## src/rtl/dpud_pkg.sv

```systemverilog
// ----------------------------------------------------------------------------
// dpud_pkg
// Shared types and constants of the dirty pixel upscale drawer.
// ----------------------------------------------------------------------------
package dpud_pkg;

   // Item kinds carried on req_tuser
   localparam logic [1:0] MODE_PALETTE = 2'd0;
   localparam logic [1:0] MODE_PIXEL   = 2'd1;
   localparam logic [1:0] MODE_CANCEL  = 2'd2;

   // Configuration register indexes
   localparam logic [1:0] REG_SCREEN_WIDTH  = 2'd0;
   localparam logic [1:0] REG_SCREEN_HEIGHT = 2'd1;
   localparam logic [1:0] REG_IMAGE_WIDTH   = 2'd2;
   localparam logic [1:0] REG_IMAGE_HEIGHT  = 2'd3;

   localparam int SCREEN_W = 11;
   localparam int IMAGE_W  = 9;

   localparam logic [SCREEN_W-1:0] SCREEN_RESET = 11'd240;
   localparam logic [IMAGE_W-1:0]  IMAGE_RESET  = 9'd240;

   localparam logic [15:0] CANVAS_CLEAR = 16'd100;

   // Stream payload widths
   localparam int REQ_DATA_W = 56;
   localparam int RSP_DATA_W = 64;

   // Shared divider: 9-bit coordinate times 11-bit screen size, over a 9-bit image size
   localparam int DVD_W      = 20;
   localparam int DIV_STEP_W = 5;
   localparam int QUO_W      = 11;

   localparam int QUEUE_DEPTH = 4;

   typedef struct packed {
      logic [SCREEN_W-1:0] screen_width;
      logic [SCREEN_W-1:0] screen_height;
      logic [IMAGE_W-1:0]  image_width;
      logic [IMAGE_W-1:0]  image_height;
   } cfg_type;

   typedef struct packed {
      logic [15:0] color;
      logic [9:0]  frame_top;
      logic [7:0]  row;
      logic [7:0]  column;
   } job_type;

   typedef struct packed {
      logic clearing;
      logic cancel_pending;
   } front_stat_type;

endpackage

```

## src/rtl/dpud_queue.sv

```systemverilog
// ----------------------------------------------------------------------------
// dpud_queue
// Short job FIFO between the front and the rectangle back end.
// ----------------------------------------------------------------------------
module dpud_queue (
   input  logic              clock,
   input  logic              reset,
   input  logic              push,
   input  dpud_pkg::job_type push_job,
   input  logic              pop,
   output dpud_pkg::job_type pop_job,
   output logic              not_empty,
   output logic              full
);

   import dpud_pkg::*;

   localparam int QPTR_W = $clog2(QUEUE_DEPTH);
   localparam int QCNT_W = $clog2(QUEUE_DEPTH + 1);

   job_type             mem_ff [QUEUE_DEPTH];
   logic [QPTR_W-1:0]   wr_ptr_ff, wr_ptr_in;
   logic [QPTR_W-1:0]   rd_ptr_ff, rd_ptr_in;
   logic [QCNT_W-1:0]   count_ff, count_in;

   always_comb begin
      wr_ptr_in = wr_ptr_ff;
      rd_ptr_in = rd_ptr_ff;
      count_in  = count_ff;
      if (push) begin
         wr_ptr_in = (wr_ptr_ff == QPTR_W'(QUEUE_DEPTH - 1)) ? '0 : wr_ptr_ff + QPTR_W'(1);
      end
      if (pop) begin
         rd_ptr_in = (rd_ptr_ff == QPTR_W'(QUEUE_DEPTH - 1)) ? '0 : rd_ptr_ff + QPTR_W'(1);
      end
      case ({push, pop})
         2'b10:   count_in = count_ff + QCNT_W'(1);
         2'b01:   count_in = count_ff - QCNT_W'(1);
         default: count_in = count_ff;
      endcase
   end

   always_ff @(posedge clock) begin
      if (reset) begin
         wr_ptr_ff <= '0;
         rd_ptr_ff <= '0;
         count_ff  <= '0;
      end else begin
         wr_ptr_ff <= wr_ptr_in;
         rd_ptr_ff <= rd_ptr_in;
         count_ff  <= count_in;
      end
   end

   always_ff @(posedge clock) begin
      if (push) begin
         mem_ff[wr_ptr_ff] <= push_job;
      end
   end

   assign pop_job   = mem_ff[rd_ptr_ff];
   assign not_empty = (count_ff != '0);
   assign full      = (count_ff == QCNT_W'(QUEUE_DEPTH));

endmodule

```

## config.mk

```make
export PLATFORM = sky130hd
export DESIGN_NAME = dpud_queue
export DESIGN_NICKNAME = d
export VERILOG_FILES = /design/src/rtl/dpud_pkg.sv /design/src/rtl/dpud_queue.sv
export SDC_FILE = /design/constraint.sdc
export NUM_CORES = 1
export LEC_CHECK = 0
export CELL_PAD_IN_SITES_DETAIL_PLACEMENT = 0
export CELL_PAD_IN_SITES_GLOBAL_PLACEMENT = 2
export CORE_MARGIN = 5
export CORE_UTILIZATION = 49
export DETAILED_ROUTE_END_ITERATION = 7
export DONT_BUFFER_PORTS = 1
export GPL_TIMING_DRIVEN = 0
export PLACE_DENSITY = 0.75
export SETUP_SLACK_MARGIN = 0.4
export SLEW_MARGIN = 20
export SYNTH_ARGS = -nofsm -noshare
export SYNTH_HDL_FRONTEND = slang
export SYNTH_SLANG_ARGS = --single-unit
```

## constraint.sdc

```tcl
create_clock -name clock -period 2.8 [get_ports clock]
set_input_delay 0.42 -clock clock [delete_from_list [all_inputs] [get_ports clock]]
set_output_delay 0.42 -clock clock [all_outputs]
set_load 0.005 [all_outputs]
```

======== Word level (Yosys, flattened, before mapping) ========
Memories as Yosys holds them, arrays and structs flattened. A register that Yosys moved wholly into a read port is not among the register bits.
Index checks and enable logic that the tools add are counted.
operators by class
  bitwise logic cells ..................... 0
  divide/modulo/power cells ............... 0
  add/subtract/negate cells ............... 4
  multipliers ............................. 0
  eq/ne operators ......................... 5
  magnitude comparators ................... 0
  reduce and logical (&&, ||, !) cells .... 2
  multiplexer cells ....................... 7
  shifts and indexed selects .............. 0
operators by type and width
  operator                                              count
  two-way mux 2 bit                                     4
  equality test 2 bit (second input constant)           3
  case mux 3 bit (2 select lines)                       1
  adder 2 x 1 -> 2 bit (second input constant)          2
  adder 3 x 1 -> 3 bit (second input constant)          1
  equality test 3 bit (second input constant)           1
  nonzero test 3 bit                                    1
  subtractor 3 x 1 -> 3 bit (second input constant)     1
  equality test 2 x 1 -> 1 bit (second input constant)  1
  two-way mux 1 bit                                     2
  nonzero test 2 bit                                    1
word-level totals
  memory bits (writable) .................. 168
  latch bits .............................. 0
  memories kept ........................... 1
  bits in registers ....................... 7
  bits in read-only memories .............. 0
  bits of input ports ..................... 46
  word-level logic and storage cells ...... 22
memories
  memory  depth  bits a word  read ports  clocked after Yosys merged registers in  wr ports  RTL line          RTL
  mem_ff  4      42           1           1                                        1         dpud_queue.sv:21  job_type mem_ff [QUEUE_DEPTH];

======== Longest topological paths before layout ========
Gate-level depths: netlist of run 1.
  depth after elaboration ................. 4
  depth in mapped cells ................... 6

======== Least setup slack after synthesis of run 1 ========
OpenSTA, ideal clock, no wires.
  kind .................................... register -> register
  from .................................... reg wr_ptr_ff[0]
  to ...................................... mem mem_ff[3][0] (netlist bit) (enable)
  data arrival time ....................... 1,565 ps
  data required time ...................... 2,397 ps
  cell stages (with the launch flop) ...... 3
  library setup time ...................... 403 ps
  setup slack ............................. 832 ps
  cells stage by stage .................... dfxtp_1 ha_1 and2_1
RTL lines
  what                    RTL line          RTL
  start, declared         dpud_queue.sv:22  logic [QPTR_W-1:0] wr_ptr_ff, wr_ptr_in;
  start signal, assigned  dpud_queue.sv:49  wr_ptr_ff <= wr_ptr_in;
  end, declared           dpud_queue.sv:21
No word-level cell before the write port.

==> run metrics, run 1 <==
Crit-path slowest cell=mux4_2; Antenna diodes=0; Final Net Count=336; largest net degree at the start of global routing=43; area post-placement=6780 µm²; Slew HR=54.3%; multi-input logic area=1210 µm²; FF/Latch Area=5230 µm²; Max Cap Viol=0; die area=15800 µm²; layout filler cell count=987; ratio of cells with drive above 1 in the final layout=27.4%; cells after synthesis=264; clock period minus worst slack=2.15 ns; Clock transition at path regs=0.06 ns; setup bufs post-CTS=0; Cell Area, Synth=6550 µm²; Tcrit/Tclk final=76.9%; RSZ-0062 raised after global routing=false; drt drc=0; Power Dens Cells=755 nW/µm²; Sequential Power Share=55.0%; grt ovf=0; final setup vio count=0; Core Region=13200 µm²; Peak VDD IR=403 µV; # rows=42; status=completed; Layout Cells excl Fill=472; flop2flop setup slack=1.20 ns; TNS Setup=0 ns; Worst Path Required=2.38 ns; post-CTS sizing=0; via count=2595; WS Path Type=flop to output pin; Skew-Pair Late Insertion Delay=0.41 ns; clock power share=39.0%; sequential-to-total area share from yosys stat=79.7%; Max Fclk=464 MHz; Area Overhead vs Synth=11.9%; slack of the critical path=0.647 ns; WL per Instance=22.4 µm; total power=5.54 mW; Fin. Hold Viols=0; CTS Buf Count=17; combinational power share=6.0%; CTS tree=built; critical-path cell list=clkbuf_1 -> buf_2 -> mux4_2; clock root cell=clkbuf_16; CP Capture Type=output pin; Final Slew Violations=0; first-pass GRT wire length=16400 µm; Die X=126 µm; Initial DRC Count=179; Psw=1.14 mW; Cell Int Power=4.40 mW; Switching Share=20.6%; initial antenna violation count=0; vias in the first global route=2799; flops & latches, synth=177; Initial Util=49.7%; DP Worst Slack=1.03 ns; Yosys cell types=20; Clock Path Buffers=2; global placer's final weighted congestion=0.669; syn_nets=317; IO buf count=0; CTS H-tree depth=4; worst clock skew=0.00910 ns; leakage=2.32 nW; # clock sinks=177; arrival time at the worst endpoint=1.73 ns; CP Max Fanout=10; wirelength, routed=10600 µm; Worst Hold Class=primary input to flop; tightest hold margin=0.0687 ns; Via-to-Cell Ratio=5.50; # placed instances=440; worst-margin pin slew=0.685 ns; Crit path largest cell delay=0.41 ns; CP Launch Type=flop; Final ANT Viol Nets=0; First-pass DRT Iterations=6; hold buffers post-CTS=0; fin area=7330 µm²; Final HPWL DP=6090 µm; final core occ=55.6%; Syn Area/Cell=24.8 µm²; All-Layer GR Usage=14.2%; die height=126 µm; # IOs=90; yosys synthesis warning count=0
## state kept, by name, summed over array words and instances (netlist names), named ones only
| register | cells |
|---|---|
| rd_ptr_ff | 2 |
| mem_ff | 168 |
| count_ff | 3 |
| wr_ptr_ff | 2 |
## synth_stat cells, drive strengths merged
cell type / count / share of area [%]
dfxtp: 9 / 2.7
mux4: 42 / 15
ha: 6 / 1.1
fa: 1 / 0.31
buf: 9 / 1.7
nor2: 6 / 0.34
and2: 4 / 0.38
xnor2: 1 / 0.13
edfxtp: 168 / 77
clkbuf: 1 / 0.057
mux2i: 3 / 0.46
xor2: 1 / 0.13
o21ai: 1 / 0.076
inv: 4 / 0.23
nor3b: 3 / 0.34
or3: 2 / 0.19
a21oi: 3 / 0.23
## layer usage
metal	vias up	share of wire, %	track usage [%]
li1	1151	-	-
met5	-	0	0
met2	76	50	22.4
met1	1356	41	17.3
met4	0	1.1	4.21
met3	12	8.4	7.49
## placed cells by master, fill, tap and decap left out
| cell | count |
|---|---|
| edfxtp_1 | 168 |
| mux4_2 | 40 |
| clkbuf_16 | 17 |
| dfxtp_1 | 9 |
| nor2_1 | 6 |
| ha_1 | 6 |
| inv_1 | 4 |
| buf_12 | 4 |
| buf_2 | 4 |
| and2_4 | 4 |
| clkbuf_1 | 3 |
| nor3b_1 | 3 |
| a21oi_1 | 3 |
| mux2i_1 | 3 |
| clkinvlp_4 | 3 |
| clkinv_4 | 3 |
| or3_1 | 2 |
| mux4_1 | 2 |
| clkinv_2 | 2 |
| clkinv_1 | 2 |
| inv_6 | 2 |
| buf_6 | 1 |
| xor2_1 | 1 |
| xnor2_1 | 1 |
| o21ai_0 | 1 |
| fa_1 | 1 |
| bufinv_16 | 1 |
## layout make-up
type / count / share of cell area, %
inverter: 4 / 0.205
buffer: 10 / 1.57
clock buffer: 19 / 5.91
multi-input combinational: 73 / 16.5
tap: 176 / 3.00
clock inverter: 13 / 1.55
sequential: 177 / 71.3
## power groups by stage
stage                     registers (mW)  logic [mW]  clock network, mW
after global routing                3.05       0.367               2.36
after CTS                           3.05       0.351               2.21
after floorplan                     3.10       0.267                  0
final                               3.04       0.335               2.16
after global placement              3.10       0.344                  0
after detailed placement            3.10       0.349                  0
## cells by family (layout without fill, tap and decap cells)
group	after synthesis	count (layout)	synth area share, %
xor+xnor	2	2	0.267
buf+inv	14	46	1.99
simple gates	15	15	1.26
mux	45	45	15.0
flops	177	177	79.7
compound gates	4	4	0.305
fa+ha+maj	7	7	1.45
## critical path: cells and delay by family (launching register included)
kind                   cells  cell delay [ns]
muxes                      1             0.41
buffers and inverters      2             0.61
DFF                        1             0.30
## path summary, 6_finish.rpt
kind                                                 from                   endpoint  cells past startpoint
worst max-delay path                                 flop                pop_job[24]                      3
worst min-delay path                                reset  wr_ptr_ff[1]$_SDFFE_PP0P_                      1
worst max register to register  wr_ptr_ff[0]$_SDFFE_PP0P_    mem_ff[3][29]$_DFFE_PP_                      2
worst min register to register   count_ff[2]$_SDFFE_PP0P_   count_ff[2]$_SDFFE_PP0P_                      2
No activity file was read; power rests on OpenSTA's default activity.
==> inputs of run 2 (changes only) <==
clock period = 2.2 ns   (was 2.8 ns; I/O delays follow)
==> run 2 against run 1 <==
  * Flip-flop and latch count is the same
  * Final area grew 8.0%
  * Hold slack gained 0.0042 ns
  * Register-to-register slack lost 0.56 ns
  * Non-clock buffer count grew 49
  * Clock power grew 27%
  * Critical path type unchanged
  * Critical endpoint is now pop_job[26]
  * Highest routed layer unchanged
==> run metrics, run 2 (synthesized netlist as in run 1, its figures left out) <==
status=completed; worst-margin pin slew=0.669 ns; largest net degree at the start of global routing=43; Final HPWL DP=6460 µm; Max Cap Viol=0; drt drc=0; Sequential Power Share=53.9%; # clock sinks=177; CP Max Fanout=5; Skew-Pair Late Insertion Delay=0.42 ns; WL per Instance=21.7 µm; Clock transition at path regs=0.06 ns; All-Layer GR Usage=15.0%; Antenna diodes=0; Via-to-Cell Ratio=5.40; leakage=2.55 nW; Core Region=13200 µm²; RSZ-0062 raised after global routing=true; CTS tree=built; clock power share=38.2%; critical-path cell list=buf_12 -> clkbuf_16 -> mux4_2; Cell Int Power=5.69 mW; die height=126 µm; Largest Register=mem_ff; Crit path largest cell delay=0.52 ns; max FFs per register=168; worst clock skew=0.00397 ns; ratio of cells with drive above 1 in the final layout=26.7%; Slew HR=55.4%; Final Net Count=385; # rows=42; CTS Buf Count=17; Die X=126 µm; wirelength, routed=11300 µm; TNS Setup=0 ns; Worst Path Required=1.87 ns; Clock Path Buffers=2; Worst Hold Class=primary input to flop; Initial DRC Count=148; vias in the first global route=3008; initial antenna violation count=0; via count=2816; Max Fclk=514 MHz; Initial Util=49.7%; Final Slew Violations=0; area post-placement=6780 µm²; IO buf count=0; Peak VDD IR=624 µV; clock period minus worst slack=1.95 ns; Psw=1.51 mW; arrival time at the worst endpoint=1.62 ns; fin area=7920 µm²; Final ANT Viol Nets=0; First-pass DRT Iterations=4; Switching Share=21.0%; # IOs=90; CP Capture Type=output pin; Tcrit/Tclk final=88.4%; CP Launch Type=flop; final core occ=60.0%; top flop regs=mem_ff x168, count_ff x3; global placer's final weighted congestion=0.639; Power Dens Cells=909 nW/µm²; combinational power share=7.9%; clock root cell=clkbuf_16; most frequent cells in the layout=edfxtp_1, dlygate4sd3_1, mux4_2; Fin. Hold Viols=0; CTS H-tree depth=4; layout filler cell count=946; final setup vio count=0; die area=15800 µm²; commonest non-fill, non-tap cell in the layout=edfxtp_1; Crit-path slowest cell=mux4_2; WS Path Type=flop to output pin; first-pass GRT wire length=17500 µm; Area Overhead vs Synth=20.8%; grt ovf=0
[run 2: cell types whose count changed in the layout (fill, tap and decap cells not counted), sizes merged]
cell / delta
clkinvlp: +2
buf: +2
clkbuf: +4
inv: -2
dlygate4sd3: +43
[run 2: critical path, delay by kind of cell (launching register included)]
family / cells / cell delay (ns)
mux: 1 / 0.52
flops: 1 / 0.37
buf+inv: 2 / 0.30
[run 2: per-stage QoR]
step	instances	hold slack, ns	power (mW)	setup WS (ns)
global placement	440	0.401	4.38	0.201
detailed placement	440	0.404	4.40	0.543
floorplan	264	0.399	4.28	0.627
finish	521	0.0729	7.20	0.254
CTS	517	0.0535	7.26	0.211
global route	521	0.0622	7.49	0.196
[run 2: final timing paths]
check / start / to / slack, ns / cells past startpoint
worst max-delay path: flop / pop_job[26] / 0.25 / 3
worst min-delay path: push / wr_ptr_ff[1]$_SDFFE_PP0P_ / 0.07 / 2
worst min register to register: count_ff[2]$_SDFFE_PP0P_ / count_ff[2]$_SDFFE_PP0P_ / 0.53 / 2
worst max register to register: wr_ptr_ff[0]$_SDFFE_PP0P_ / mem_ff[3][38]$_DFFE_PP_ / 0.64 / 2
[run 2: power groups by stage]
| stage | logic, mW | clock network (mW) | registers (mW) |
|---|---|---|---|
| 2_1_floorplan | 0.340 | 0 | 3.94 |
| 3_3_place_gp | 0.439 | 0 | 3.95 |
| 3_5_place_dp | 0.446 | 0 | 3.95 |
| 4_1_cts | 0.559 | 2.82 | 3.88 |
| 5_1_grt | 0.620 | 2.98 | 3.89 |
| 6_report | 0.568 | 2.75 | 3.88 |
[run 2: cell type report]
cell class	instances	area, µm²	share of cell area (%)
Sequential cell	177	5230	66.0
Multi-Input combinational cell	73	1200	15.2
Timing Repair Buffer	49	569	7.19
Clock buffer	19	433	5.47
Tap cell	176	220	2.78
Buffer	10	135	1.71
Clock inverter	13	116	1.47
Inverter	4	15.0	0.190
[run 2: timing repair]
action,CTS,global route
hold buffers,43,0
hold endpoints to repair,177,0
buffers inserted,1,0
gates resized for setup,10,3
cloned,1,4
setup endpoints to repair,42,42
[run 2: metal layers]
metal | wire length (µm) | track usage [%] | vias to the layer above
li1 | - | - | 1250
met1 | 4700 | 19.3 | 1479
met2 | 5770 | 23.9 | 75
met3 | 703 | 5.63 | 12
met4 | 134 | 5.36 | 0
met5 | 0 | 0 | -
==> inputs of run 3 (changes only) <==
CORE_UTILIZATION = 40   (was 49)
PLACE_DENSITY = 0.62   (was 0.75)
==> run 3 against run 2 <==
  * Wire length grew 4.6%
  * Flip-flop and latch count unchanged
  * Setup slack better by 0.0067 ns
  * Maximum frequency is 0.35% higher
  * Critical endpoint is now pop_job[7]
  * Clock skew increased by 0.0028 ns
  * Power increased by 4.3%
  * Hold slack worse by 0.0036 ns
  * Die area up 21%
==> run metrics, run 3 (synthesized netlist as in run 1, its figures left out) <==
status=completed; Area Overhead vs Synth=22.3%; # rows=46; Fin. Hold Viols=0; Tcrit/Tclk final=88.1%; layout filler cell count=1324; most frequent cells in the layout=edfxtp_1, dlygate4sd3_1, mux4_2; Power Dens Cells=936 nW/µm²; Largest Register=mem_ff; M2 GR Usage=20.3%; busiest layer in global routing=met2; die height=138 µm; Psw=1.49 mW; Via-to-Cell Ratio=5.00; Final Net Count=385; Core Region=16000 µm²; arrival time at the worst endpoint=1.61 ns; commonest non-fill, non-tap cell in the layout=edfxtp_1; Skew-Pair Late Insertion Delay=0.41 ns; CTS tree=built; GR Util met3=4.90%; Cell Int Power=6.01 mW; via count=2789; Final ANT Viol Nets=0; Worst Hold Class=primary input to flop; CP Capture Type=output pin; Clock transition at path regs=0.06 ns; Slew HR=52.8%; Max Fclk=516 MHz; CP Launch Type=flop; combinational power share=7.6%; final setup vio count=0; ratio of cells with drive above 1 in the final layout=25.7%; worst clock skew=0.00674 ns; WL per Instance=21.2 µm; clock period minus worst slack=1.94 ns; Max Cap Viol=0; Clock Path Buffers=2; total power=7.51 mW; grt met1 use=16.1%; initial antenna violation count=0; wirelength, routed=11800 µm; Final Slew Violations=0; grt ovf=0; CTS H-tree depth=4; Die X=138 µm; global placer's final weighted congestion=0.619; leakage=2.59 nW; clock root cell=clkbuf_16; Final HPWL DP=6590 µm; Sequential Power Share=51.6%; tightest hold margin=0.0694 ns; Worst Path Required=1.87 ns; multi-input logic area=1200 µm²; First-pass DRT Iterations=4; Peak VDD IR=635 µV; Switching Share=19.9%; # IOs=90; RSZ-0062 raised after global routing=true; clock power share=40.8%; CP Max Fanout=5; # clock sinks=177; Antenna diodes=0; die area=19000 µm²; Initial Util=41.0%; CTS Buf Count=17; top flop regs=mem_ff x168, count_ff x3; max FFs per register=168; WS Path Type=flop to output pin; vias in the first global route=3001; final core occ=50.1%; drt drc=0; FF/Latch Area=5230 µm²; worst-margin pin slew=0.709 ns; first-pass GRT wire length=18200 µm; Initial DRC Count=169; IO buf count=0; All-Layer GR Usage=12.7%; TNS Setup=0 ns; largest net degree at the start of global routing=43
-- run 3: layout make-up --
class / count / area share (%)
plain buffers: 10 / 1.69
clock buffers: 19 / 5.40
clock inverters: 10 / 2.03
inverters: 4 / 0.187
multi-input cells: 73 / 15.0
flip-flops and latches: 177 / 65.2
well taps: 216 / 3.37
repair buffers: 49 / 7.07
-- run 3: stage by stage --
| step | cells | worst slack [ns] | instance area, µm² |
|---|---|---|---|
| final | 558 | 0.261 | 8020 |
| after detailed placement | 480 | 0.529 | 6830 |
| after global placement | 480 | 0.152 | 6830 |
| after floorplan | 264 | 0.627 | 6560 |
| after CTS | 553 | 0.218 | 7880 |
| after global routing | 558 | 0.201 | 8020 |
-- run 3: timing repair --
| action | 4_1_cts | 5_1_grt |
|---|---|---|
| hold endpoints to repair | 177 | 0 |
| resized for setup | 9 | 2 |
| endpoints found under the setup margin | 42 | 42 |
| buffers inserted | 1 | 0 |
| gates cloned | 0 | 5 |
| hold buffers | 43 | 0 |
-- run 3: worst paths after layout --
path	startpoint	to	slack, ns	cells past startpoint
setup / recovery	flop	pop_job[7]	0.26	3
hold / removal	push	wr_ptr_ff[1]$_SDFFE_PP0P_	0.07	2
setup reg to reg	wr_ptr_ff[0]$_SDFFE_PP0P_	mem_ff[3][5]$_DFFE_PP_	0.60	2
hold reg to reg	count_ff[2]$_SDFFE_PP0P_	count_ff[2]$_SDFFE_PP0P_	0.50	2
-- run 3: worst max-delay path, stage by stage (launching register included) --
cell       delay (ns)
dfxtp_4          0.37
clkbuf_16        0.16
buf_12           0.12
mux4_2           0.54
-- run 3: power by group through the flow --
stage	Sequential (mW)	Combinational [mW]	Clock [mW]
6_report	3.88	0.570	3.06
5_1_grt	3.89	0.621	3.30
4_1_cts	3.88	0.559	3.13
3_5_place_dp	3.95	0.455	0
3_3_place_gp	3.94	0.453	0
2_1_floorplan	3.94	0.340	0
-- run 3: layer usage --
| metal | vias to the layer above | routed length (µm) |
|---|---|---|
| li1 | 1252 | - |
| met5 | - | 0 |
| met1 | 1461 | 5060 |
| met2 | 66 | 6060 |
| met4 | 0 | 123 |
| met3 | 10 | 588 |
