==> src/rtl/dpud_pkg.sv <==
// ----------------------------------------------------------------------------
// dpud_pkg
// Shared types and constants of the dirty pixel upscale drawer.
// ----------------------------------------------------------------------------
package dpud_pkg;

   // Item kinds carried on req_tuser
   localparam logic [1:0] MODE_PALETTE = 2'd0;
   localparam logic [1:0] MODE_PIXEL   = 2'd1;
   localparam logic [1:0] MODE_CANCEL  = 2'd2;

   // Configuration register indexes
   localparam logic [1:0] REG_SCREEN_WIDTH  = 2'd0;
   localparam logic [1:0] REG_SCREEN_HEIGHT = 2'd1;
   localparam logic [1:0] REG_IMAGE_WIDTH   = 2'd2;
   localparam logic [1:0] REG_IMAGE_HEIGHT  = 2'd3;

   localparam int SCREEN_W = 11;
   localparam int IMAGE_W  = 9;

   localparam logic [SCREEN_W-1:0] SCREEN_RESET = 11'd240;
   localparam logic [IMAGE_W-1:0]  IMAGE_RESET  = 9'd240;

   localparam logic [15:0] CANVAS_CLEAR = 16'd100;

   // Stream payload widths
   localparam int REQ_DATA_W = 56;
   localparam int RSP_DATA_W = 64;

   // Shared divider: 9-bit coordinate times 11-bit screen size, over a 9-bit image size
   localparam int DVD_W      = 20;
   localparam int DIV_STEP_W = 5;
   localparam int QUO_W      = 11;

   localparam int QUEUE_DEPTH = 4;

   typedef struct packed {
      logic [SCREEN_W-1:0] screen_width;
      logic [SCREEN_W-1:0] screen_height;
      logic [IMAGE_W-1:0]  image_width;
      logic [IMAGE_W-1:0]  image_height;
   } cfg_type;

   typedef struct packed {
      logic [15:0] color;
      logic [9:0]  frame_top;
      logic [7:0]  row;
      logic [7:0]  column;
   } job_type;

   typedef struct packed {
      logic clearing;
      logic cancel_pending;
   } front_stat_type;

endpackage

==> src/rtl/dpud_back.sv <==
// ----------------------------------------------------------------------------
// dpud_back
// Turns a queued job into a fill rectangle: four scaled starts on one shared
// restoring divider, then an output register toward the result stream.
// ----------------------------------------------------------------------------
module dpud_back (
   input  logic                                clock,
   input  logic                                reset,
   input  dpud_pkg::cfg_type                   cfg,
   input  logic                                queue_valid,
   input  dpud_pkg::job_type                   queue_job,
   output logic                                queue_pop,
   output logic                                rsp_tvalid,
   input  logic                                rsp_tready,
   output logic [dpud_pkg::RSP_DATA_W-1:0]     rsp_tdata
);

   import dpud_pkg::*;

   localparam logic [1:0] ST_IDLE = 2'd0;
   localparam logic [1:0] ST_LOAD = 2'd1;
   localparam logic [1:0] ST_DIV  = 2'd2;
   localparam logic [1:0] ST_DONE = 2'd3;

   // quotient order: left start, right start, top start, bottom start
   localparam logic [1:0] SEL_LAST = 2'd3;

   logic [1:0]            state_ff, state_in;
   logic [1:0]            sel_ff, sel_in;
   logic [DIV_STEP_W-1:0] step_ff, step_in;
   job_type               job_ff, job_in;
   logic [DVD_W-1:0]      dvd_ff, dvd_in;
   logic [IMAGE_W-1:0]    rem_ff, rem_in;
   logic [QUO_W-1:0]      quo_ff [4];
   logic [QUO_W-1:0]      quo_in [4];
   logic                  rsp_valid_ff, rsp_valid_in;
   logic [RSP_DATA_W-1:0] rsp_data_ff, rsp_data_in;

   logic [8:0]            operand;
   logic [SCREEN_W-1:0]   scale;
   logic [IMAGE_W-1:0]    divisor;
   logic [IMAGE_W:0]      trial;
   logic                  fits;
   logic [DVD_W-1:0]      quotient;
   logic                  out_free;

   always_comb begin
      operand  = {1'b0, (sel_ff[1] ? job_ff.row : job_ff.column)} + {8'd0, sel_ff[0]};
      scale    = sel_ff[1] ? cfg.screen_height : cfg.screen_width;
      divisor  = sel_ff[1] ? cfg.image_height : cfg.image_width;
      trial    = {rem_ff, dvd_ff[DVD_W-1]};
      fits     = trial >= {1'b0, divisor};
      quotient = {dvd_ff[DVD_W-2:0], fits};
      out_free = !rsp_valid_ff || rsp_tready;

      state_in     = state_ff;
      sel_in       = sel_ff;
      step_in      = step_ff;
      job_in       = job_ff;
      dvd_in       = dvd_ff;
      rem_in       = rem_ff;
      quo_in       = quo_ff;
      rsp_valid_in = rsp_valid_ff;
      rsp_data_in  = rsp_data_ff;
      queue_pop    = 1'b0;

      if (rsp_valid_ff && rsp_tready) begin
         rsp_valid_in = 1'b0;
      end

      case (state_ff)
         ST_IDLE: begin
            if (queue_valid) begin
               queue_pop = 1'b1;
               job_in    = queue_job;
               sel_in    = 2'd0;
               state_in  = ST_LOAD;
            end
         end
         ST_LOAD: begin
            dvd_in   = DVD_W'(operand) * DVD_W'(scale);
            rem_in   = '0;
            step_in  = '0;
            state_in = ST_DIV;
         end
         ST_DIV: begin
            rem_in  = fits ? IMAGE_W'(trial - {1'b0, divisor}) : trial[IMAGE_W-1:0];
            dvd_in  = quotient;
            step_in = step_ff + DIV_STEP_W'(1);
            if (step_ff == DIV_STEP_W'(DVD_W - 1)) begin
               quo_in[sel_ff] = quotient[QUO_W-1:0];
               if (sel_ff == SEL_LAST) begin
                  state_in = ST_DONE;
               end else begin
                  sel_in   = sel_ff + 2'd1;
                  state_in = ST_LOAD;
               end
            end
         end
         ST_DONE: begin
            // hold until the output register is free
            if (out_free) begin
               rsp_valid_in = 1'b1;
               rsp_data_in  = {5'd0,
                               job_ff.color,
                               QUO_W'(quo_ff[3] - quo_ff[2]),
                               QUO_W'(quo_ff[1] - quo_ff[0]),
                               QUO_W'({1'b0, job_ff.frame_top} + quo_ff[2]),
                               quo_ff[0][9:0]};
               state_in     = ST_IDLE;
            end
         end
         default: begin
            state_in = ST_IDLE;
         end
      endcase
   end

   always_ff @(posedge clock) begin
      if (reset) begin
         state_ff     <= ST_IDLE;
         rsp_valid_ff <= 1'b0;
      end else begin
         state_ff     <= state_in;
         rsp_valid_ff <= rsp_valid_in;
      end
   end

   always_ff @(posedge clock) begin
      sel_ff      <= sel_in;
      step_ff     <= step_in;
      job_ff      <= job_in;
      dvd_ff      <= dvd_in;
      rem_ff      <= rem_in;
      quo_ff      <= quo_in;
      rsp_data_ff <= rsp_data_in;
   end

   assign rsp_tvalid = rsp_valid_ff;
   assign rsp_tdata  = rsp_data_ff;

endmodule

==> config.mk <==
export PLATFORM = sky130hd
export DESIGN_NAME = dpud_back
export DESIGN_NICKNAME = d
export VERILOG_FILES = /design/src/rtl/dpud_pkg.sv /design/src/rtl/dpud_back.sv
export SDC_FILE = /design/constraint.sdc
export NUM_CORES = 1
export LEC_CHECK = 0
export BUFFER_PORTS_ARGS = -buffer_cell sky130_fd_sc_hd__buf_2
export CAP_MARGIN = 20
export CORE_MARGIN = 2
export CORE_UTILIZATION = 64
export DETAILED_ROUTE_END_ITERATION = 10
export PLACE_DENSITY = 0.83
export SYNTH_ARGS = -nofsm -noshare
export SYNTH_HDL_FRONTEND = slang
export SYNTH_SLANG_ARGS = --single-unit
==> constraint.sdc <==
create_clock -name clock -period 14.1 [get_ports clock]
set_clock_uncertainty 0.1 [all_clocks]
set_input_delay 2.82 -clock clock [delete_from_list [all_inputs] [get_ports clock]]
set_output_delay 2.82 -clock clock [all_outputs]
set_load 0.02 [all_outputs]
== After elaboration in Yosys (flattened, before gate mapping) ==
Index checks and enable logic that the tools add are counted.
Widths: inputs -> output; s select.

* Flip-flop bits (word level): 184
* Input port bits: 86
* Output and inout port bits: 66
* Word-level logic and storage cells: 72

* Add/subtract/negate cells: 7
* Multipliers: 1
* Order comparisons: 3
* Eq/ne operators: 9
* Muxes and demuxes: 24
* Bitwise logic cells: 1
* Reduce and logical (&&, ||, !) cells: 12

{| class="wikitable"
|+ Operator list
! operator !! number
|-
| $bwmux 44 || 1
|-
| $pmux 20 s2 || 1
|-
| $demux 11 s2 || 1
|-
| $mux 11 || 2
|-
| $sub 11x11->11 || 2
|-
| $mul 9x11->20 || 1
|-
| $mux 9 || 2
|-
| $pmux 9 s2 || 1
|-
| $mux 2 || 7
|-
| $add 10x11->11 || 1
|-
| $ge 10x9->1 || 1
|-
| $pmux 5 s2 || 1
|-
| $add 8x1->9 || 1
|-
| $sub 9x9->9 || 1
|-
| $mux 8 || 1
|-
| $ne 2x2->1 const B || 4
|-
| $pmux 2 s4 || 1
|-
| $eq 2x2->1 const B || 3
|-
| $reduce_and 2->1 || 3
|-
| $add 5x1->5 const B || 1
|-
| $eq 5x5->1 const B || 1
|-
| $mux 1 || 5
|-
| $pmux 2 s2 || 1
|-
| $reduce_and 4->1 || 1
|-
| 11 further kinds || 13
|}

== Logic depth before layout (Yosys ltp) ==
Gate-level depths: netlist (run 1).

* Depth in word-level cells: 6
* Depth in mapped cells: 28
* Mapped depth without buffers: 23

== Worst setup path before layout (run 1) ==
OpenSTA, ideal clock, no wires.

* Path kind: input-to-output
* From: input queue_valid
* To: output queue_pop
* Data arrival time: 4.887 ns
* Required time: 11.180 ns
* Path slack: 6.293 ns
* Stages on the path: 2
* Buffers on the path: 0
* Path through: inv_1 nor2_1

* Word-level cells in the longest chain between the ends: 2

{| class="wikitable"
|+ RTL lines
! item !! line !! RTL
|-
| from (decl) || dpud_back.sv:10 || <nowiki>input logic queue_valid,</nowiki>
|-
| $mux 1 || dpud_back.sv:73 || <nowiki>if (queue_valid) begin</nowiki>
|-
| $mux 1 || dpud_back.sv:71 || <nowiki>case (state_ff)</nowiki>
|-
| to (decl) || dpud_back.sv:12 || <nowiki>output logic queue_pop,</nowiki>
|}

No other way between the ends.

== Final worst setup path (run 1) ==
* From: input cfg[19] in the netlist's numbering
* To: register dvd_ff[19] (data pin)

* Word-level cells in the longest chain between the ends: 3

{| class="wikitable"
|+ RTL lines
! item !! line !! RTL
|-
| from (decl) || dpud_back.sv:9 || <nowiki>input dpud_pkg::cfg_type cfg,</nowiki>
|-
| $mux 11 || dpud_back.sv:49 || <nowiki>scale = sel_ff[1] ? cfg.screen_height : cfg.screen_width;</nowiki>
|-
| $mul 9x11->20 || dpud_back.sv:81 || <nowiki>dvd_in = DVD_W'(operand) * DVD_W'(scale);</nowiki>
|-
| $pmux 20 s2 || dpud_back.sv:71 ||
|-
| net dvd_in[19] || dpud_back.sv:32 || <nowiki>logic [DVD_W-1:0] dvd_ff, dvd_in;</nowiki>
|-
| to (signal assigned) || dpud_back.sv:133 || <nowiki>dvd_ff <= dvd_in;</nowiki>
|-
| to (decl) || dpud_back.sv:32 ||
|}

The timed path passes the listed nets, and every way through them passes these cells.
A chain may end at the register's enable or synchronous reset.

==> results of run 1 <==
[Yosys cell counts (3+ instances only)]
cell type	n	share of area
nor2b_1	19	0.010
clkbuf_1	9	0.0029
xnor2_1	30	0.023
buf_6	3	0.0029
nand3_1	12	0.0052
a21oi_1	37	0.016
nand2_1	76	0.025
o21ai_0	35	0.015
xor2_1	21	0.016
o21a_1	9	0.0058
or2_2	6	0.0032
a21o_1	8	0.0052
dfxtp_1	3	0.0052
o31ai_1	8	0.0052
a32o_1	4	0.0035
inv_1	150	0.049
a31oi_1	4	0.0022
ha_1	90	0.097
a211oi_1	6	0.0039
mux2i_1	24	0.021
nand2b_1	15	0.0081
o21ai_1	3	0.0013
fa_1	68	0.12
buf_2	7	0.0030
a211oi_2	3	0.0032
and2_1	8	0.0043
nor3_1	4	0.0017
buf_4	5	0.0032
edfxtp_1	181	0.47
mux2_2	18	0.017
nor4bb_1	3	0.0026
nor2_1	86	0.028
[per-layer routing]
layer / track usage / vias to the layer above / part of all wire
met5: 0 / - / 0
met4: 0.0736 / 0 / 0.019
met3: 0.0456 / 40 / 0.050
met2: 0.419 / 235 / 0.50
met1: 0.300 / 3615 / 0.43
li1: - / 3670 / -
[critical path, delay by kind of cell]
kind | cells | cell delay, ns
adder cells (fa/ha/maj) | 5 | 2.43
AO/OA/AOI/OAI | 4 | 0.86
multiplexers | 2 | 0.80
buffers and inverters | 5 | 0.39
AND/OR/NAND/NOR | 2 | 0.34
XOR/XNOR | 1 | 0.14
[stage by stage]
stage | hold slack (ns) | setup slack [ns] | cell area (um2)
2_1_floorplan | 0.300 | 6.29 | 11600
3_3_place_gp | 0.301 | 6.14 | 12600
3_5_place_dp | 0.305 | 5.98 | 12600
4_1_cts | 0.322 | 6.44 | 13200
5_1_grt | 0.324 | 6.16 | 13200
6_report | 0.318 | 6.38 | 13200
[worst min path at each step]
stage	startpoint	to	cells past startpoint
2_1_floorplan	job_ff[26]$_DFFE_PP_	rsp_tdata[43]$_DFFE_PP_	0
3_3_place_gp	job_ff[38]$_DFFE_PP_	rsp_tdata[55]$_DFFE_PP_	0
3_5_place_dp	job_ff[31]$_DFFE_PP_	rsp_tdata[48]$_DFFE_PP_	0
4_1_cts	job_ff[31]$_DFFE_PP_	rsp_tdata[48]$_DFFE_PP_	0
5_1_grt	job_ff[36]$_DFFE_PP_	rsp_tdata[53]$_DFFE_PP_	0
6_report	job_ff[31]$_DFFE_PP_	rsp_tdata[48]$_DFFE_PP_	0
[state kept, by name (all words and copies together) (netlist names)]
signal / count
rsp_tdata: 59
quo_ff: 44
job_ff: 42
dvd_ff: 20
rem_ff: 9
step_ff: 5
sel_ff: 2
state_ff: 2
rsp_tvalid: 1
[logic make-up (layout without fill, tap and decap cells)]
logic type,Yosys count,in the layout
flops,184,184
fa+ha+maj,158,158
xor+xnor,52,52
simple gates,239,239
mux,42,42
other cells,1,5
buf+inv,175,338
compound gates,137,137
[final cells by class]
type                            count  area, um2  area share
Multi-Input combinational cell    633       5410       0.411
Clock inverter                     14        179      0.0136
Tap cell                          229        287      0.0218
Sequential cell                   184       5500       0.417
Clock buffer                       18        429      0.0326
Inverter                          151        567      0.0430
Timing Repair Buffer              155        798      0.0606
==> run summary, run 1 <==
Status: completed
First-pass GRT wire length: 36500 um
CTS tree: done
Crit path DAT: 7.81 ns
Synth Instances: 988
H-tree Lvls: 4
Clk Tree Root Cell: clkbuf_16
Worst R2R End: dvd_ff[19]$_DFFE_PP_
Crit-path cells: buf_2 > mux2i_1 > inv_1 > nand2b_1 > fa_1 > fa_1 > inv_1 > fa_1 > inv_1 > fa_1 > inv_1 > ha_1 > and3_1 > a221oi_2 > a211o_1 > a2111oi_2 > a211oi_2 > xnor2_1 > mux2_2
Final GP Congestion: 0.908
Total grt overflow: 0
Boundary pin count: 152
Async SR Flop Fraction: 0
Maximum buffer depth of the clock tree: 2
WS Path Type: input pin to flip-flop
Postcts setup bufs: 0
Overall die height: 139 um
Worst relative slew slack: 0.383
Ant diodes: 0
CTS clock-pin slew for the worst setup and hold paths: 0.07 ns
Achievable Freq: 130 MHz
Adder-Cell Fraction of Synth Area: 0.215
Synth warn: 0
Post-DP HPWL: 16500 um
FILL cells: 1211
XOR/XNOR Fraction of Synth Area: 0.0400
DR WL/cell: 15.8 um
Primary FF master, synth: edfxtp_1
Mean post-synth cell area: 11.7 um2
Via count: 7560
CTS sink cnt: 184
Post-synthesis sequential area ratio: 0.474
Routed vias/inst: 5.46
Slew Viols, Final: 0
Final Cycle Share: 0.548
Commonest non-fill, non-tap cell in the layout: edfxtp_1
R2R Setup Slk: 7.13 ns
Initial Utilization: 0.649
Maxcap violations: 0
DRC viols: 0
Share of cells above drive strength 1: 0.191
Drt pass-1 iters: 6
Yosys reg bits: 184
Vias in the first global route: 7763
RSZ-0062 raised after global routing: no
Core area: 17800 um2
Worst r2r src: sel_ff[1]$_SDFFCE_PN0P_
Final setup viols: 0
Hold_buf cts: 0
Most frequent cells in the layout: 181 x edfxtp_1, 150 x inv_1, 146 x buf_2
Mapped Area: 11600 um2
EDFF count, synth: 181
Largest family of logic cells by synthesized area: adder cells
R2R cell count: 24
I/O Buffers: 146
Core Util, Final: 0.738
Multiplexer share of the synthesized area: 0.0382
Worst setup SP type: input pin
Post-Synth Simple-Gate Area: 0.0938
Final nets: 1386
Clk Latency, worst-skew pair: 0.43 ns
Final hold violation count: 0
Pin count of the biggest net entering global routing: 60
Row Count: 49
Worst setup path startpoint: cfg[19]
Non-filler cells, final: 1384
Slowest CP cell: fa_1
CP Max Fanout: 7
Cell variety after synth: 58
Initial antenna violation count: 0
Total negative slack: 0 ns
Fin crit period: 7.72 ns
Max incr delay on CP: 0.55 ns
Synth Area in Compound Gates: 0.0776
CP Data Required Time: 14.18 ns
Area grow syn2layout: 13.7%
Worst-margin pin slew: 0.926 ns
Routed WL: 21800 um
PostCTS Resize Cnt: 0
TritonCTS Buffers: 17
Total placed cells including tap cells: 1352
Iter 0 DRT Violations: 435
CP endpoint: dvd_ff[19]$_DFFE_PP_
Min-delay worst type: flip-flop to flip-flop
Nature of the critical path endpoint: flip-flop
Die area: 19200 um2
GRT Util Overall: 0.238
Die width: 139 um
Antenna viol nets, final: 0
Power of run 1 is not shown: default switching activity piles up to over one toggle a cycle in this logic, so the estimate is an artifact.
==> run 2: changes to the inputs <==
Settings changed: CORE_UTILIZATION 64 to 53, PLACE_DENSITY 0.83 to 0.73.
Clock period 14.1 ns to 6.9 ns, I/O delays scaled along.
==> run 2 against run 1 <==
Effect of this change:
- sequential cell count unchanged
- register-to-register slack got worse by 6.6 ns
- critical endpoint unchanged
- utilization decreased by 12 points
==> run summary, run 2 (same netlist as run 1, synthesis figures left out) <==
Post-DP HPWL: 17400 um
H-tree Lvls: 4
Initial Utilization: 0.536
CP Max Fanout: 25
Nature of the critical path endpoint: flip-flop
CTS tree: done
Vias in the first global route: 7478
Number of flip-flops in the largest register: 59
First-pass GRT wire length: 37200 um
Row Count: 54
Total negative slack: 0 ns
Area grow syn2layout: 14.7%
Postcts setup bufs: 0
Worst setup SP type: flip-flop
Die width: 152 um
Most frequent cells in the layout: 181 x edfxtp_1, 150 x inv_1, 146 x buf_2
Slew Viols, Final: 0
Met1 Routed Length: 9710 um
Routed vias/inst: 5.20
Drt pass-1 iters: 4
Pin count of the biggest net entering global routing: 60
RSZ-0062 raised after global routing: no
Iter 0 DRT Violations: 331
Status: completed
Total grt overflow: 0
Met2 routed wirelength: 11300 um
Achievable Freq: 157 MHz
Maxcap violations: 0
Worst-margin pin slew: 0.838 ns
Clk Latency, worst-skew pair: 0.43 ns
Max Used Layer: met4
Core Util, Final: 0.615
Final nets: 1392
DRC viols: 0
Wire length on met3: 1160 um
Routed WL: 22400 um
I/O Buffers: 146
PostCTS Resize Cnt: 0
CTS sink cnt: 184
Final hold violation count: 0
Overall die height: 152 um
CTS clock-pin slew for the worst setup and hold paths: 0.07 ns
Maximum buffer depth of the clock tree: 2
Share of cells above drive strength 1: 0.196
Commonest non-fill, non-tap cell in the layout: edfxtp_1
Initial antenna violation count: 0
Ant diodes: 0
GRT Util Overall: 0.200
Min-delay worst type: flip-flop to flip-flop
Die area: 23100 um2
Via count: 7493
Final setup viols: 0
WS Path Type: flip-flop to flip-flop
Fin crit period: 6.35 ns
Final GP Congestion: 0.907
Final Cycle Share: 0.921
TritonCTS Buffers: 17
Boundary pin count: 152
Crit path DAT: 6.44 ns
DR WL/cell: 15.6 um
Antenna viol nets, final: 0
Hold_buf cts: 0
Worst relative slew slack: 0.441
CP Data Required Time: 6.98 ns
Clk Tree Root Cell: clkbuf_16
Core area: 21600 um2
-- run 2: worst paths after layout --
kind | start | cells past startpoint | endpoint | slack (ns)
worst max-delay path | sel_ff[1]$_SDFFCE_PN0P_ | 23 | dvd_ff[19]$_DFFE_PP_ | 0.55
worst min-delay path | job_ff[34]$_DFFE_PP_ | 0 | rsp_tdata[51]$_DFFE_PP_ | 0.32
worst max register to register | sel_ff[1]$_SDFFCE_PN0P_ | 23 | dvd_ff[19]$_DFFE_PP_ | 0.55
worst min register to register | job_ff[34]$_DFFE_PP_ | 0 | rsp_tdata[51]$_DFFE_PP_ | 0.32
-- run 2: layer usage --
metal,vias up,track usage
met3,25,0.0411
met5,-,0
met2,215,0.349
li1,3672,-
met4,0,0.0441
met1,3581,0.261
-- run 2: metrics by stage --
| step | cells | area [um2] | hold slack, ns | worst slack, ns |
|---|---|---|---|---|
| 2_1_floorplan | 992 | 11600 | 0.300 | 0.209 |
| 3_3_place_gp | 1409 | 12700 | 0.301 | 0.570 |
| 3_5_place_dp | 1409 | 12700 | 0.305 | 0.496 |
| 4_1_cts | 1441 | 13300 | 0.320 | 0.545 |
| 5_1_grt | 1441 | 13300 | 0.325 | 0.192 |
| 6_report | 1441 | 13300 | 0.319 | 0.546 |
-- run 2: critical path, cell delays in order, from the launching register on --
cell and delay (ns):
edfxtp_1 0.47, buf_4 0.27, nor2b_1 0.19, a32o_1 0.15, nand2_1 0.09, nor2_2 0.23
xor2_2 0.42, inv_2 0.09, nand2_1 0.09, fa_1 0.44, fa_1 0.55, inv_1 0.06
fa_1 0.53, inv_1 0.05, fa_1 0.53, inv_1 0.04, ha_1 0.37, and3_1 0.20
a221oi_2 0.07, a211o_1 0.34, a2111oi_2 0.33, a211oi_2 0.09, xnor2_1 0.13, mux2_2 0.26
-- run 2: cell type report --
cell class	count	area (um2)
clock buffers	17	425
multi-input cells	633	5410
inverters	151	567
clock inverters	15	191
well taps	280	350
repair buffers	161	843
flip-flops and latches	184	5500
fillers	1765	8330
Power of run 2 is left out for the same reason.
==> run 3: changes to the inputs <==
Settings changed: BUFFER_PORTS_ARGS -buffer_cell sky130_fd_sc_hd__buf_2 to default, CORE_UTILIZATION 53 to 59, DONT_BUFFER_PORTS from default to 1, PLACE_DENSITY 0.73 to 0.74.
==> run 3 against run 2 <==
Effect of this change:
- maximum frequency fell by 2.7%
- clock-buffer cell count did not move
- worst setup slack got worse by 0.17 ns
- critical path type unchanged
==> run summary, run 3 (same netlist as run 1, synthesis figures left out) <==
Routed WL: 20900 um
Row Count: 51
Postcts setup bufs: 0
Slew Viols, Final: 0
Slowest CP cell: edfxtp_1
WS Path Type: flip-flop to flip-flop
Status: completed
Vias in the first global route: 6927
Crit-path cells: mux2_2 > ha_1 > ha_1 > nand2_1 > nor2_2 > xor2_2 > inv_2 > nand2_1 > fa_1 > fa_1 > inv_1 > fa_1 > inv_1 > fa_1 > inv_1 > ha_1 > and3_1 > a221oi_2 > a211o_1 > a2111oi_2 > a211oi_2 > xnor2_1 > mux2_2
Total grt overflow: 0
Most frequent cells in the layout: 181 x edfxtp_1, 150 x inv_1, 90 x ha_1
Ant diodes: 0
Share of cells above drive strength 1: 0.0808
Total negative slack: 0 ns
PostCTS Resize Cnt: 0
Final hold violation count: 0
Final setup viols: 0
I/O Buffers: 0
Iter 0 DRT Violations: 348
Hold_buf cts: 0
Boundary pin count: 152
DR WL/cell: 16.3 um
Drt pass-1 iters: 5
Fin crit period: 6.53 ns
Clk Latency, worst-skew pair: 0.42 ns
CTS sink cnt: 184
Initial Utilization: 0.599
Total placed cells including tap cells: 1248
CTS clock-pin slew for the worst setup and hold paths: 0.07 ns
Most used cell, CP: fa_1
Die area: 20800 um2
Number of flip-flops in the largest register: 59
CP Data Required Time: 6.98 ns
Worst setup SP type: flip-flop
Min-delay worst type: flip-flop to flip-flop
Nature of the critical path endpoint: flip-flop
Non-filler cells, final: 1280
Final GP Congestion: 0.944
First-pass GRT wire length: 34100 um
RSZ-0062 raised after global routing: no
Die width: 144 um
Max incr delay on CP: 0.61 ns
Clk Tree Root Cell: clkbuf_16
DRC viols: 0
Commonest non-fill, non-tap cell in the layout: edfxtp_1
Pin count of the biggest net entering global routing: 60
Maximum buffer depth of the clock tree: 2
Antenna viol nets, final: 0
Worst relative slew slack: 0.413
Final Cycle Share: 0.946
Post-DP HPWL: 16100 um
Area grow syn2layout: 8.10%
TritonCTS Buffers: 17
Worst-margin pin slew: 0.881 ns
Achievable Freq: 153 MHz
Top cell family by delay on the critical path: adder cells
Via count: 6968
Maxcap violations: 0
Final nets: 1246
Overall die height: 144 um
GRT Util Overall: 0.213
Core area: 19300 um2
H-tree Lvls: 4
CP Max Fanout: 13
CTS tree: done
Crit path DAT: 6.60 ns
Initial antenna violation count: 0
Crit path buf inv count: 4
Routed vias/inst: 5.44
==> run 3: path summary, 6_finish.rpt <==
| check | start | cells past startpoint | slack (ns) | end |
|---|---|---|---|---|
| worst max-delay path | sel_ff[1]$_SDFFCE_PN0P_ | 23 | 0.37 | dvd_ff[19]$_DFFE_PP_ |
| worst min-delay path | job_ff[30]$_DFFE_PP_ | 0 | 0.32 | rsp_tdata[47]$_DFFE_PP_ |
| worst max register to register | sel_ff[1]$_SDFFCE_PN0P_ | 23 | 0.37 | dvd_ff[19]$_DFFE_PP_ |
| worst min register to register | job_ff[30]$_DFFE_PP_ | 0 | 0.32 | rsp_tdata[47]$_DFFE_PP_ |
==> run 3: area by class of cell <==
type	count	area, um2
well taps	265	332
inverters	151	567
clock inverters	15	179
repair buffers	15	113
fillers	1477	6810
clock buffers	17	425
flip-flops and latches	184	5500
multi-input cells	633	5410
==> run 3: worst register-to-register path, stage by stage (launching register included) <==
cell	delay [ns]
edfxtp_1	0.61
mux2_2	0.42
ha_1	0.19
ha_1	0.20
nand2_1	0.11
nor2_2	0.08
xor2_2	0.40
inv_2	0.08
nand2_1	0.08
fa_1	0.43
fa_1	0.56
inv_1	0.06
fa_1	0.52
inv_1	0.05
fa_1	0.52
inv_1	0.04
ha_1	0.37
and3_1	0.20
a221oi_2	0.07
a211o_1	0.34
a2111oi_2	0.36
a211oi_2	0.09
xnor2_1	0.14
mux2_2	0.26
==> run 3: through the flow <==
stage / utilization / instance area [um2] / setup WS (ns) / hold WS (ns)
6_report: 0.648 / 12500 / 0.372 / 0.321
5_1_grt: 0.648 / 12500 / 0.00785 / 0.326
4_1_cts: 0.648 / 12500 / 0.384 / 0.323
3_5_place_dp: 0.617 / 11900 / 0.380 / 0.305
3_3_place_gp: 0.617 / 11900 / 0.543 / 0.300
2_1_floorplan: - / 11600 / 0.209 / 0.300
==> run 3: per-layer routing <==
metal / share of wire / track usage / wire, um / up-vias
met5: 0 / 0 / 0 / -
met4: 0.012 / 0.0552 / 258 / 0
met3: 0.049 / 0.0371 / 1030 / 21
met2: 0.49 / 0.364 / 10200 / 206
met1: 0.45 / 0.283 / 9370 / 3350
li1: - / - / - / 3391
Power of run 3 is left out for the same reason.
